`src/hw/rtl/ptfp_pkg.sv`:
```
// Package for the PSU telemetry frame parser.
// Holds frame constants, quantity codes and byte offsets; no dependencies.
package ptfp_pkg;

  localparam int unsigned PayloadKeep = 32;
  localparam int unsigned PayIdxW     = $clog2(PayloadKeep);

  localparam logic [7:0] HdrFirst   = 8'h55;
  localparam logic [7:0] HdrSecond  = 8'h7E;
  localparam logic [7:0] TypeElec   = 8'h02;
  localparam logic [7:0] TypeStat   = 8'h04;
  localparam logic [7:0] MinElecLen = 8'd27;
  localparam logic [7:0] MinStatLen = 8'd28;

  localparam int unsigned QtyW   = 5;
  localparam int unsigned ValueW = 28;
  localparam int unsigned TotalW = 25;

  localparam logic [QtyW-1:0] QtyPower3v3  = 5'd10;
  localparam logic [QtyW-1:0] QtyPower5v   = 5'd11;
  localparam logic [QtyW-1:0] QtyPower12v  = 5'd12;
  localparam logic [QtyW-1:0] QtyPowerTot  = 5'd13;
  localparam logic [QtyW-1:0] QtyFanMode   = 5'd14;
  localparam logic [QtyW-1:0] QtyEff       = 5'd19;

  // Low-byte offset of each little-endian raw word, quantity codes 0..9.
  function automatic logic [PayIdxW-1:0] elec_offset(input logic [3:0] k);
    case (k)
      4'd0: elec_offset = PayIdxW'(1);
      4'd1: elec_offset = PayIdxW'(3);
      4'd2: elec_offset = PayIdxW'(5);
      4'd3: elec_offset = PayIdxW'(7);
      4'd4: elec_offset = PayIdxW'(9);
      4'd5: elec_offset = PayIdxW'(11);
      4'd6: elec_offset = PayIdxW'(13);
      4'd7: elec_offset = PayIdxW'(15);
      4'd8: elec_offset = PayIdxW'(23);
      default: elec_offset = PayIdxW'(25);
    endcase
  endfunction

  // High-byte offset of big-endian status words, quantity codes 15..18.
  function automatic logic [PayIdxW-1:0] stat_offset(input logic [1:0] k);
    case (k)
      2'd0: stat_offset = PayIdxW'(2);
      2'd1: stat_offset = PayIdxW'(12);
      2'd2: stat_offset = PayIdxW'(24);
      default: stat_offset = PayIdxW'(14);
    endcase
  endfunction

endpackage

```
`src/hw/rtl/ptfp_divider.sv`:
```
// Restoring divider, one quotient bit per cycle, 28-bit quotient.
// Depends on ptfp_pkg.
module ptfp_divider (
  input  logic                          clk_i,
  input  logic                          rst_ni,
  input  logic                          start_i,
  input  logic [34:0]                   num_i,
  input  logic [23:0]                   den_i,
  output logic                          done_o,
  output logic [ptfp_pkg::ValueW-1:0]   quot_o
);
  // num < 2^35, den >= 100, so quotient < 2^29; keep low 28 bits.
  logic [34:0] num_q, num_d;
  logic [23:0] den_q, den_d;
  logic [24:0] rem_q, rem_d;
  logic [5:0]  cnt_q, cnt_d;
  logic        busy_q, busy_d;
  logic [24:0] trial;
  logic [25:0] diff;

  assign trial = {rem_q[23:0], num_q[34]};
  assign diff  = {1'b0, trial} - {2'b0, den_q};

  always_comb begin
    num_d  = num_q;
    den_d  = den_q;
    rem_d  = rem_q;
    cnt_d  = cnt_q;
    busy_d = busy_q;
    if (start_i) begin
      num_d  = num_i;
      den_d  = den_i;
      rem_d  = '0;
      cnt_d  = 6'd35;
      busy_d = 1'b1;
    end else if (busy_q) begin
      if (!diff[25]) begin
        rem_d = diff[24:0];
      end else begin
        rem_d = trial;
      end
      num_d = {num_q[33:0], ~diff[25]};
      cnt_d = cnt_q - 6'd1;
      if (cnt_q == 6'd1) busy_d = 1'b0;
    end
  end

  always_ff @(posedge clk_i or negedge rst_ni) begin
    if (!rst_ni) begin
      busy_q <= 1'b0;
      cnt_q  <= '0;
    end else begin
      busy_q <= busy_d;
      cnt_q  <= cnt_d;
    end
  end

  always_ff @(posedge clk_i) begin
    num_q <= num_d;
    den_q <= den_d;
    rem_q <= rem_d;
  end

  assign done_o = busy_q && (cnt_q == 6'd1);
  assign quot_o = {num_q[26:0], ~diff[25]};

  done_when_busy: assert property (@(posedge clk_i) disable iff (!rst_ni)
    done_o |-> busy_q) else $error("divider done while idle");
  start_idle: assert property (@(posedge clk_i) disable iff (!rst_ni)
    start_i |-> !busy_q) else $error("divider restarted while busy");
  finish_seq: assert property (@(posedge clk_i) disable iff (!rst_ni)
    done_o |=> !busy_q) else $error("divider did not stop");
endmodule

```
`src/hw/rtl/psu_telemetry_frame_parser.sv`:
```
// PSU telemetry frame parser, top level.
// Depends on ptfp_pkg and ptfp_divider.
//
// Usage:
//   Bytes of a serial stream enter on rx_byte_i with rx_valid_i/rx_ready_o.
//   Results leave on quantity_o, value_o and last_of_frame_o with
//   out_valid_o/out_ready_i; each accepted result is one request.
//   The parser hunts for 0x55 0x7E, takes a length byte, then stores the
//   first 32 payload bytes in a register file. At the end of a type-2
//   frame (length >= 27) it emits 14 requests; at the end of a type-4
//   frame (length >= 28) it emits 6. Other frames emit nothing.
//   A byte that does not end a decoded frame is taken without a stall.
//   A frame end runs a sequencer over one shared 16x16 multiplier, one shared
//   adder and one divider: an electrical frame emits each raw word, then
//   multiplies and emits each rail power, then emits the total; a status
//   frame emits its first five requests, tests the operands, runs the
//   bit-serial divider when both are nonzero, and emits the efficiency request.
//   The output register holds one request; the sequencer stalls while it is
//   full and out_ready_i is low, and no byte is taken until the last request
//   of the frame is loaded. Reset (rst_ni low, asynchronous) returns to the
//   hunt and clears total power and efficiency; payload bytes are not cleared.
module psu_telemetry_frame_parser (
  input  logic                                clk_i,
  input  logic                                rst_ni,
  input  logic                                rx_valid_i,
  output logic                                rx_ready_o,
  input  logic [7:0]                          rx_byte_i,
  output logic                                out_valid_o,
  input  logic                                out_ready_i,
  output logic [ptfp_pkg::QtyW-1:0]           quantity_o,
  output logic [ptfp_pkg::ValueW-1:0]         value_o,
  output logic                                last_of_frame_o
);
  localparam int unsigned PW = ptfp_pkg::PayIdxW;

  typedef enum logic [3:0] {
    StHunt, StHdr2, StLen, StPay,
    StElecRaw, StElecMul, StElecPow, StElecTot,
    StStatRaw, StStatMul, StStatDiv, StStatEff
  } state_e;

  state_e state_q;
  logic [7:0] len_q, taken_q;
  logic [7:0] pay_q [ptfp_pkg::PayloadKeep];
  logic [ptfp_pkg::TotalW-1:0] total_q;
  logic [ptfp_pkg::ValueW-1:0] eff_q;
  logic [3:0] idx_q;
  logic [31:0] prod_q;
  logic [ptfp_pkg::TotalW-1:0] acc_q;

  logic                       ov_q;
  logic [ptfp_pkg::QtyW-1:0]  oq_q;
  logic [ptfp_pkg::ValueW-1:0] ovl_q;
  logic                       ol_q;

  logic out_free;
  assign out_free = !ov_q || out_ready_i;

  // Load the output register whenever an emitting state finds it free.
  logic load_out;
  assign load_out = out_free && (state_q inside {StElecRaw, StElecPow, StElecTot,
                                                 StStatRaw, StStatEff});

  logic rx_fire;
  assign rx_ready_o = (state_q == StHunt) || (state_q == StHdr2) ||
                      (state_q == StLen) || (state_q == StPay);
  assign rx_fire = rx_valid_i && rx_ready_o;

  // Shared byte reads: little-endian raw word and big-endian status word.
  logic [PW-1:0] lo_a, be_a;
  logic [15:0] word_le, word_be;
  assign lo_a    = ptfp_pkg::elec_offset(idx_q);
  assign word_le = {pay_q[lo_a + PW'(1)], pay_q[lo_a]};
  // Status words run at idx 1..4 and map onto offset slots 0..3.
  assign be_a    = ptfp_pkg::stat_offset(2'(idx_q - 4'd1));
  assign word_be = {pay_q[be_a], pay_q[be_a + PW'(1)]};

  // Shared multiplier: rail voltage times current (idx 0..2 -> words k, k+4).
  logic [PW-1:0] va, ca;
  assign va = ptfp_pkg::elec_offset(idx_q);
  assign ca = ptfp_pkg::elec_offset(idx_q + 4'd4);
  logic [31:0] mul;
  assign mul = {pay_q[va + PW'(1)], pay_q[va]} * {pay_q[ca + PW'(1)], pay_q[ca]};

  logic [ptfp_pkg::ValueW-1:0] pow;
  assign pow = (idx_q == 4'd2) ? ptfp_pkg::ValueW'(prod_q >> 8)
                               : ptfp_pkg::ValueW'(prod_q >> 12);

  // Efficiency: total*1000 / (ac*100), via shared divider.
  logic div_start, div_done;
  logic [ptfp_pkg::ValueW-1:0] div_q;
  logic [15:0] ac_q;
  ptfp_divider u_div (
    .clk_i, .rst_ni,
    .start_i (div_start),
    .num_i   (35'(total_q) * 35'd1000),
    .den_i   (24'(ac_q) * 24'd100),
    .done_o  (div_done),
    .quot_o  (div_q)
  );

  always_comb div_start = (state_q == StStatDiv) && (idx_q == 4'd0);

  always_ff @(posedge clk_i or negedge rst_ni) begin
    if (!rst_ni) begin
      state_q <= StHunt;
      len_q   <= '0;
      taken_q <= '0;
      total_q <= '0;
      eff_q   <= '0;
      idx_q   <= '0;
      ov_q    <= 1'b0;
    end else begin
      ov_q <= load_out || (ov_q && !out_ready_i);
      unique case (state_q)
        StHunt: if (rx_fire && rx_byte_i == ptfp_pkg::HdrFirst) state_q <= StHdr2;
        StHdr2: if (rx_fire) begin
          if (rx_byte_i == ptfp_pkg::HdrSecond) state_q <= StLen;
          else if (rx_byte_i != ptfp_pkg::HdrFirst) state_q <= StHunt;
        end
        StLen: if (rx_fire) begin
          len_q   <= rx_byte_i;
          taken_q <= '0;
          state_q <= (rx_byte_i == 8'd0) ? StHunt : StPay;
        end
        StPay: if (rx_fire) begin
          taken_q <= taken_q + 8'd1;
          idx_q   <= '0;
          if (taken_q + 8'd1 == len_q) begin
            state_q <= StHunt;
            // Type byte may be arriving now when length is one; that case
            // never decodes since the length minimums exceed one.
            if (pay_q[0] == ptfp_pkg::TypeElec && len_q >= ptfp_pkg::MinElecLen)
              state_q <= StElecRaw;
            else if (pay_q[0] == ptfp_pkg::TypeStat && len_q >= ptfp_pkg::MinStatLen)
              state_q <= StStatRaw;
          end
        end
        StElecRaw: if (out_free) begin
          oq_q  <= ptfp_pkg::QtyW'(idx_q);
          ovl_q <= ptfp_pkg::ValueW'(word_le);
          ol_q  <= 1'b0;
          if (idx_q == 4'd9) begin
            idx_q   <= '0;
            acc_q   <= '0;
            state_q <= StElecMul;
          end else idx_q <= idx_q + 4'd1;
        end
        StElecMul: begin
          prod_q  <= mul;
          state_q <= StElecPow;
        end
        StElecPow: if (out_free) begin
          oq_q  <= ptfp_pkg::QtyPower3v3 + ptfp_pkg::QtyW'(idx_q);
          ovl_q <= pow;
          ol_q  <= 1'b0;
          acc_q <= acc_q + ptfp_pkg::TotalW'(pow);
          if (idx_q == 4'd2) state_q <= StElecTot;
          else begin
            idx_q   <= idx_q + 4'd1;
            state_q <= StElecMul;
          end
        end
        StElecTot: if (out_free) begin
          oq_q    <= ptfp_pkg::QtyPowerTot;
          ovl_q   <= ptfp_pkg::ValueW'(acc_q);
          ol_q    <= 1'b1;
          total_q <= acc_q;
          state_q <= StHunt;
        end
        StStatRaw: if (out_free) begin
          ol_q <= 1'b0;
          if (idx_q == 4'd0) begin
            oq_q  <= ptfp_pkg::QtyFanMode;
            ovl_q <= ptfp_pkg::ValueW'(pay_q[1]);
            idx_q <= 4'd1;
          end else begin
            oq_q  <= ptfp_pkg::QtyFanMode + ptfp_pkg::QtyW'(idx_q);
            ovl_q <= ptfp_pkg::ValueW'(word_be);
            if (idx_q == 4'd4) begin
              ac_q    <= word_be;
              idx_q   <= '0;
              state_q <= StStatMul;
            end else idx_q <= idx_q + 4'd1;
          end
        end
        StStatMul: begin
          state_q <= (ac_q != 16'd0 && total_q != '0) ? StStatDiv : StStatEff;
        end
        StStatDiv: begin
          idx_q <= 4'd1;
          if (div_done) begin
            eff_q   <= div_q;
            state_q <= StStatEff;
          end
        end
        StStatEff: if (out_free) begin
          oq_q    <= ptfp_pkg::QtyEff;
          ovl_q   <= eff_q;
          ol_q    <= 1'b1;
          idx_q   <= '0;
          state_q <= StHunt;
        end
        default: state_q <= StHunt;
      endcase
    end
  end

  // Store payload; bytes beyond the keep depth are counted only.
  always_ff @(posedge clk_i) begin
    if (rx_fire && state_q == StPay && taken_q < 8'(ptfp_pkg::PayloadKeep))
      pay_q[taken_q[PW-1:0]] <= rx_byte_i;
  end

  assign out_valid_o     = ov_q;
  assign quantity_o      = oq_q;
  assign value_o         = ovl_q;
  assign last_of_frame_o = ol_q;

  no_rx_while_decode: assert property (@(posedge clk_i) disable iff (!rst_ni)
    (state_q == StElecRaw || state_q == StStatDiv) |-> !rx_ready_o)
    else $error("byte taken during decode");
  last_ends_frame: assert property (@(posedge clk_i) disable iff (!rst_ni)
    (ov_q && ol_q) |-> (oq_q == ptfp_pkg::QtyPowerTot || oq_q == ptfp_pkg::QtyEff))
    else $error("bad last marker");
  hold_when_stalled: assert property (@(posedge clk_i) disable iff (!rst_ni)
    (ov_q && !out_ready_i) |=> (ov_q && $stable(oq_q) && $stable(ovl_q)))
    else $error("result overwritten while stalled");
endmodule

```
`config.mk`:
```
export PLATFORM = sky130hd
export DESIGN_NAME = psu_telemetry_frame_parser
export DESIGN_NICKNAME = d
export VERILOG_FILES = /design/src/hw/rtl/ptfp_pkg.sv /design/src/hw/rtl/ptfp_divider.sv /design/src/hw/rtl/psu_telemetry_frame_parser.sv
export SDC_FILE = /design/constraint.sdc
export NUM_CORES = 2
export LEC_CHECK = 0
export BUFFER_PORTS_ARGS = -buffer_cell sky130_fd_sc_hd__buf_2
export CORE_AREA = 2 2 252 279
export CTS_BUF_LIST = sky130_fd_sc_hd__clkbuf_2
export DETAILED_ROUTE_END_ITERATION = 16
export DIE_AREA = 0 0 254 281
export HOLD_SLACK_MARGIN = 0.12
export PLACE_DENSITY = 0.76
export REMOVE_ABC_BUFFERS = 1
export SLEW_MARGIN = 25
export SYNTH_ARGS = -nofsm -noshare
export SYNTH_HDL_FRONTEND = slang
export SYNTH_SLANG_ARGS = --single-unit
```
`constraint.sdc`:
```
create_clock -name clk_i -period 11.6 [get_ports clk_i]
set_input_delay 1.74 -clock clk_i [delete_from_list [all_inputs] [get_ports clk_i]]
set_output_delay 1.74 -clock clk_i [all_outputs]
set_load 0.03 [all_outputs]
```
======== Word level (Yosys, flattened, before mapping) ========
Memory sizes are Yosys's and may differ from the RTL's.
Cells that the tools add are included.
cells by class
  bitwise logic cells ..................... 2
  add/sub/neg operators ................... 13
  muxes and demuxes ....................... 66
  $lt $le $gt $ge ......................... 3
  reductions and logical operators ........ 43
  multiply operators ...................... 3
  eq/ne operators ......................... 41
operators with widths
  cell                                                                   number
  28-bit 2-to-1 mux                                                      5
  28-bit one-hot mux with 5 select lines                                 1
  4-bit 2-to-1 mux                                                       25
  25-bit 2-to-1 mux                                                      3
  35-bit 2-to-1 mux                                                      2
  25-bit one-hot mux with 2 select lines                                 1
  24-bit 2-to-1 mux                                                      2
  4-bit one-hot mux with 11 select lines                                 1
  16-bit by 16-bit multiplier with 32-bit output                         1
  25-bit by 7-bit multiplier with 32-bit output, second input constant   1
  5-bit 2-to-1 mux                                                       6
  25-bit by 23-bit subtractor with 26-bit output                         1
  25-bit by 24-bit adder with 25-bit output                              1
  5-bit one-hot mux with 5 select lines                                  1
  25-bit nonzero test                                                    1
  4-bit one-hot mux with 6 select lines                                  1
  2-bit inequality test, second input constant                           11
  16-bit by 5-bit multiplier with 21-bit output, second input constant   1
  5-bit by 1-bit adder with 5-bit output, second input constant          4
  4-bit by 3-bit == test with 1-bit output, second input constant        5
  4-bit == test, second input constant                                   5
  8-bit by 7-bit == test with 1-bit output, second input constant        2
  8-bit by 5-bit >= comparator with 1-bit output, second input constant  2
  16-bit 2-to-1 mux                                                      1
  other kinds (44)                                                       87
word-level totals
  bits in registers ....................... 272
  logic and storage cells ................. 194
  memory bits (writable) .................. 256
  output and inout port bits .............. 36
  ROM bits ................................ 192
  memories kept ........................... 4
memory list
  name              depth  width  read ports  clocked after Yosys merged registers in  wr ports  line                              source
  pay_q             32     8      10          0                                        1         psu_telemetry_frame_parser.sv:44  logic [7:0] pay_q [ptfp_pkg::PayloadKeep];
  (name not given)  16     4      1           0                                        0         ptfp_pkg.sv:28                    case (k)
  (name not given)  16     4      1           0                                        0         ptfp_pkg.sv:28
  (name not given)  16     4      1           0                                        0         ptfp_pkg.sv:28

======== Longest topological paths before layout ========
  depth in word-level cells ............... 9
  gate-level depth with buffers ........... 41

======== Cells and area by module ========
From an unflattened synthesis, not the netlist that was laid out.
second synthesis, totals
  cells, all modules ...................... 3842
  area total of the unflattened synthesis .. 41508.6 um2
by module, submodules not included
  module                      area an instance (um2)  sequential area each (um2)  cells each  times used
  psu_telemetry_frame_parser  36404.9                 12431.9                     3357        1
  ptfp_divider                5103.6                  2427.3                      485         1

======== Least setup slack after synthesis ========
No wires, ideal clock.
  path type ............................... register to register
  start point ............................. register idx_q[2]
  end point ............................... register prod_q[23] (data pin)
  path buffers ............................ 10
  arrival time ............................ 9.695 ns
  data required time ...................... 11.340 ns
  period minus slack after synthesis ...... 9.954 ns
  stages on the path, launching flop included .. 39
  slack ................................... 1.646 ns
  cells stage by stage .................... dfrtp_1 -> buf_2 -> clkinv_1 -> clkbuf_1 -> ha_1 -> buf_2 -> nand3_1 -> nor2b_1 -> buf_6 -> buf_6 -> buf_2 -> inv_1 -> buf_2 -> ha_1 -> clkbuf_1 -> clkbuf_1 -> mux4_2 -> mux4_2 -> (+3 left out) -> fa_1 -> inv_1 -> fa_1 -> fa_1 -> fa_1 -> inv_1 -> fa_1 -> inv_1 -> ha_1 -> a21o_1 -> a21o_1 -> a21oi_1 -> o211ai_1 -> or2_2 -> o211a_1 -> a21o_1 -> a221oi_2 -> xnor2_1
between the ends
  longest elaborated chain between the ends .. 5
RTL lines
  what                                              line                               source
  from (decl)                                       psu_telemetry_frame_parser.sv:47   logic [3:0] idx_q;
  from (signal assigned)                            psu_telemetry_frame_parser.sv:147  end else idx_q <= idx_q + 4'd1;
  from (signal assigned)                            psu_telemetry_frame_parser.sv:160  idx_q <= idx_q + 4'd1;
  from (signal assigned)                            psu_telemetry_frame_parser.sv:184  end else idx_q <= idx_q + 4'd1;
  4-bit by 3-bit adder with 4-bit output            psu_telemetry_frame_parser.sv:81   assign ca = ptfp_pkg::elec_offset(idx_q + 4'd4);
  memory 16 x 4 bit                                 n/a
  5-bit by 1-bit adder with 5-bit output            psu_telemetry_frame_parser.sv:83   assign mul = {pay_q[va + PW'(1)], pay_q[va]} * {pay_q[ca + PW'(1)], pay_q[ca]};
  memory 32 x 8 bit *                               n/a
  16-bit by 16-bit multiplier with 32-bit output *  psu_telemetry_frame_parser.sv:83
  net mul[23]                                       psu_telemetry_frame_parser.sv:82   logic [31:0] mul;
  to (signal assigned)                              psu_telemetry_frame_parser.sv:150  prod_q <= mul;
  to (decl)                                         psu_telemetry_frame_parser.sv:48   logic [31:0] prod_q;
The timed path passes the listed nets; every way through them passes the cells marked *.
A chain may end at the register's enable or synchronous reset.

======== Worst setup path after layout ========
  start point ............................. register idx_q[2]
  end point ............................... register prod_q[31] (data pin)
Same word-level chain as after synthesis.

==> flow_summary.toml <==
[global_routing]
grt-ovfl-total = 0
antenna_found_initial = 4
first_global_vias = 30600
grt_pass1_wl_um = 169000
grt_max_degree = 63
grt_usage_pct = 31.4

[route]
drt_iter0_drc = 3240
drtAntennaViolNets = 0
route.detailed.drc = 0
wl_per_cell_um = 22.4
via_per_inst = 6.16
firstDrtPassIters = 8
drt-total-wl_um = 108000
vias = 29700

[cells_and_area]
final_util_pct = 63.2
layout_common_cells = "453 x inv_1, 402 x edfxtp_1, 396 x nand2_1"
seq_area_um2 = 14700
nets = 4404
syn_to_final_growth_pct = 6.24
layout-drive-gt1-share_pct = 14.9
layout_commonest_cell = "inv_1"
multiInputGateArea_um2 = 23600
layoutNonFillerInstCount = 4824
nFillCells = 5539

[floorplanning]
rows = 101
dieWidth_um = 254
die_area_um2 = 71400
coreArea_um2 = 68500
dieHeight_um = 281
num_io_pins = 48
initial_core_util_pct = 59.5

[clocking]
clk_path_buf_depth = 3
clk_latency_ns = 1.42
cts_sinks = 514
cts_tree = "yes"
ctsRootBufferMaster = "clkbuf_2"
numCtsBuffers = 137
cts.repair.resized = 0
htreeDepth = 4
path_clk_slew_ns = 0.11
cts_hold_buf = 0
cts_setup_buffers = 0

[sta]
min_period_ns = 10.56
fin_crit_sh_pct = 91.1
relSlewSlack_pct = 23.6
hold_viol_final = 0
skew_ns = 0.145
worst_pin_slew_ns = 1.14
setup_violations = 0
setup_ws_ns = 1.04
max_freq_mhz = 94.7
slew_viol_final = 0
rsz0062_at_grt = "false"
setup_tns_ns = 0

[setup_path]
slowest_stage = "ha_1"
critical_path_arrival_ns = 11.74
cp_slowest_stage_delay_ns = 0.88
cp-end-kind = "flop"
crit_top_cell = "fa_1"
cp_max_fo = 17
required_ns = 12.77
crit_buf_inv = 7
path_delay_family = "adder cells"
critPathLaunch = "idx_q[2]"
start_kind = "flop"
critical_path_class = "flop to flop"
reg2reg_from = "idx_q[2]"

[yosys]
ys_async_sr_fraction_pct = 16.5
yosysWarnings = 0
ys.flop_type = "edfxtp_1"
ys_types = 91
synth_seq_area_share_pct = 36.2
synth-seq-cells = 514
synth_edf_count = 402
syn_avg_cell_area_um2 = 11.0
syn-instance-count = 3693
synth_area_um2 = 40700

[placement]
place_hpwl_um = 78600
io_buffers = 47
pre_cts_ws_ns = 1.25
gp_congestion = 0.952
placed_cells = 4575

[min_path]
hold_class = "input port to asynchronous set/reset pin"

[flow_run]
maxCapViolCount = 0

[status]
outcome = "finished, final reports clean"
==> state kept, by name, indices dropped and copies added, names as in the netlist, 16 cells and up <==
register     count
acc_q           25
total_q         25
u_div.num_q     35
u_div.rem_q     24
pay_q          250
ac_q            16
value_o         28
eff_q           28
prod_q          24
u_div.den_q     21
==> final cells by class <==
cell class | count | area share, %
Inverter | 459 | 3.98
Sequential cell | 514 | 34.1
Tap cell | 927 | 2.68
Antenna cell | 7 | 0.0405
Multi-Input combinational cell | 2562 | 54.5
Clock inverter | 46 | 0.737
Clock buffer | 196 | 2.27
Timing Repair Buffer | 113 | 1.69
==> final timing paths <==
path	slack, ns	to	depth (start not counted)
hold / removal	0.30	taken_q[1]	1
setup / recovery	1.04	prod_q[31]	31
max in group asynchronous	10.03	eff_q[2]	2
setup reg to reg	1.04	prod_q[31]	31
hold reg to reg	0.47	eff_q[20]	1
min in group clk_i	0.47	eff_q[20]	1
==> cell families after synthesis <==
group | Yosys count | synth area share, %
xor gates and xnor gates | 117 | 2.58
adders and majority gates | 605 | 24.0
buffers and inverters | 617 | 6.17
AOI/OAI and AO/OA | 616 | 9.79
muxes | 278 | 10.5
DFF | 514 | 36.2
and+or+nand+nor | 946 | 10.8
==> Yosys cell counts (12+ instances only) <==
library cell / n / area [um2]
nand2b_1: 20 / 125
mux4_2: 107 / 2410
buf_6: 12 / 135
clkbuf_1: 86 / 323
a222oi_1: 18 / 180
nor3_1: 34 / 170
and2_1: 106 / 663
a311oi_1: 12 / 105
dfrtp_1: 85 / 2130
inv_1: 453 / 1700
edfxtp_1: 402 / 12100
xor2_1: 48 / 420
a21oi_1: 143 / 716
a31oi_1: 29 / 181
dfxtp_1: 27 / 541
o21bai_1: 15 / 113
buf_2: 40 / 200
nand2_1: 396 / 1490
and3_1: 41 / 257
o21a_1: 16 / 120
nand3_1: 62 / 310
nor2_1: 188 / 706
a211oi_1: 27 / 203
fa_1: 296 / 5930
o211ai_1: 16 / 120
o21ai_0: 180 / 901
mux2_2: 75 / 845
mux2i_1: 93 / 931
xnor2_1: 67 / 587
ha_1: 309 / 3870
nor2b_1: 48 / 300
a21o_1: 44 / 330
==> metal layers <==
layer / share of wire (%) / vias up / global-route usage, %
met5: 0 / - / 0
met4: 6.2 / 0 / 18.9
met3: 9.0 / 389 / 6.97
met2: 47 / 1533 / 51.0
met1: 37 / 14600 / 38.4
li1: - / 13200 / -
==> stage by stage <==
step / hold WS, ns / instance area [um2]
2_1_floorplan: 0.450 / 39900
4_1_cts: 0.208 / 43300
6_report: 0.302 / 43300
3_3_place_gp: 0.471 / 41900
5_1_grt: 0.219 / 43300
3_5_place_dp: 0.487 / 42000
==> worst reg2reg max path, delay by kind of cell (launching register included) <==
kind / cells / cell delay [ns]
adders and majority gates: 9 / 4.85
AOI/OAI and AO/OA: 8 / 1.48
buffers and inverters: 7 / 1.19
muxes: 2 / 1.03
and+or+nand+nor: 4 / 0.97
DFF: 1 / 0.73
xor gates and xnor gates: 1 / 0.13
Power is not shown: default switching activity piles up to over one toggle a cycle in this logic, so the estimate is an artifact.
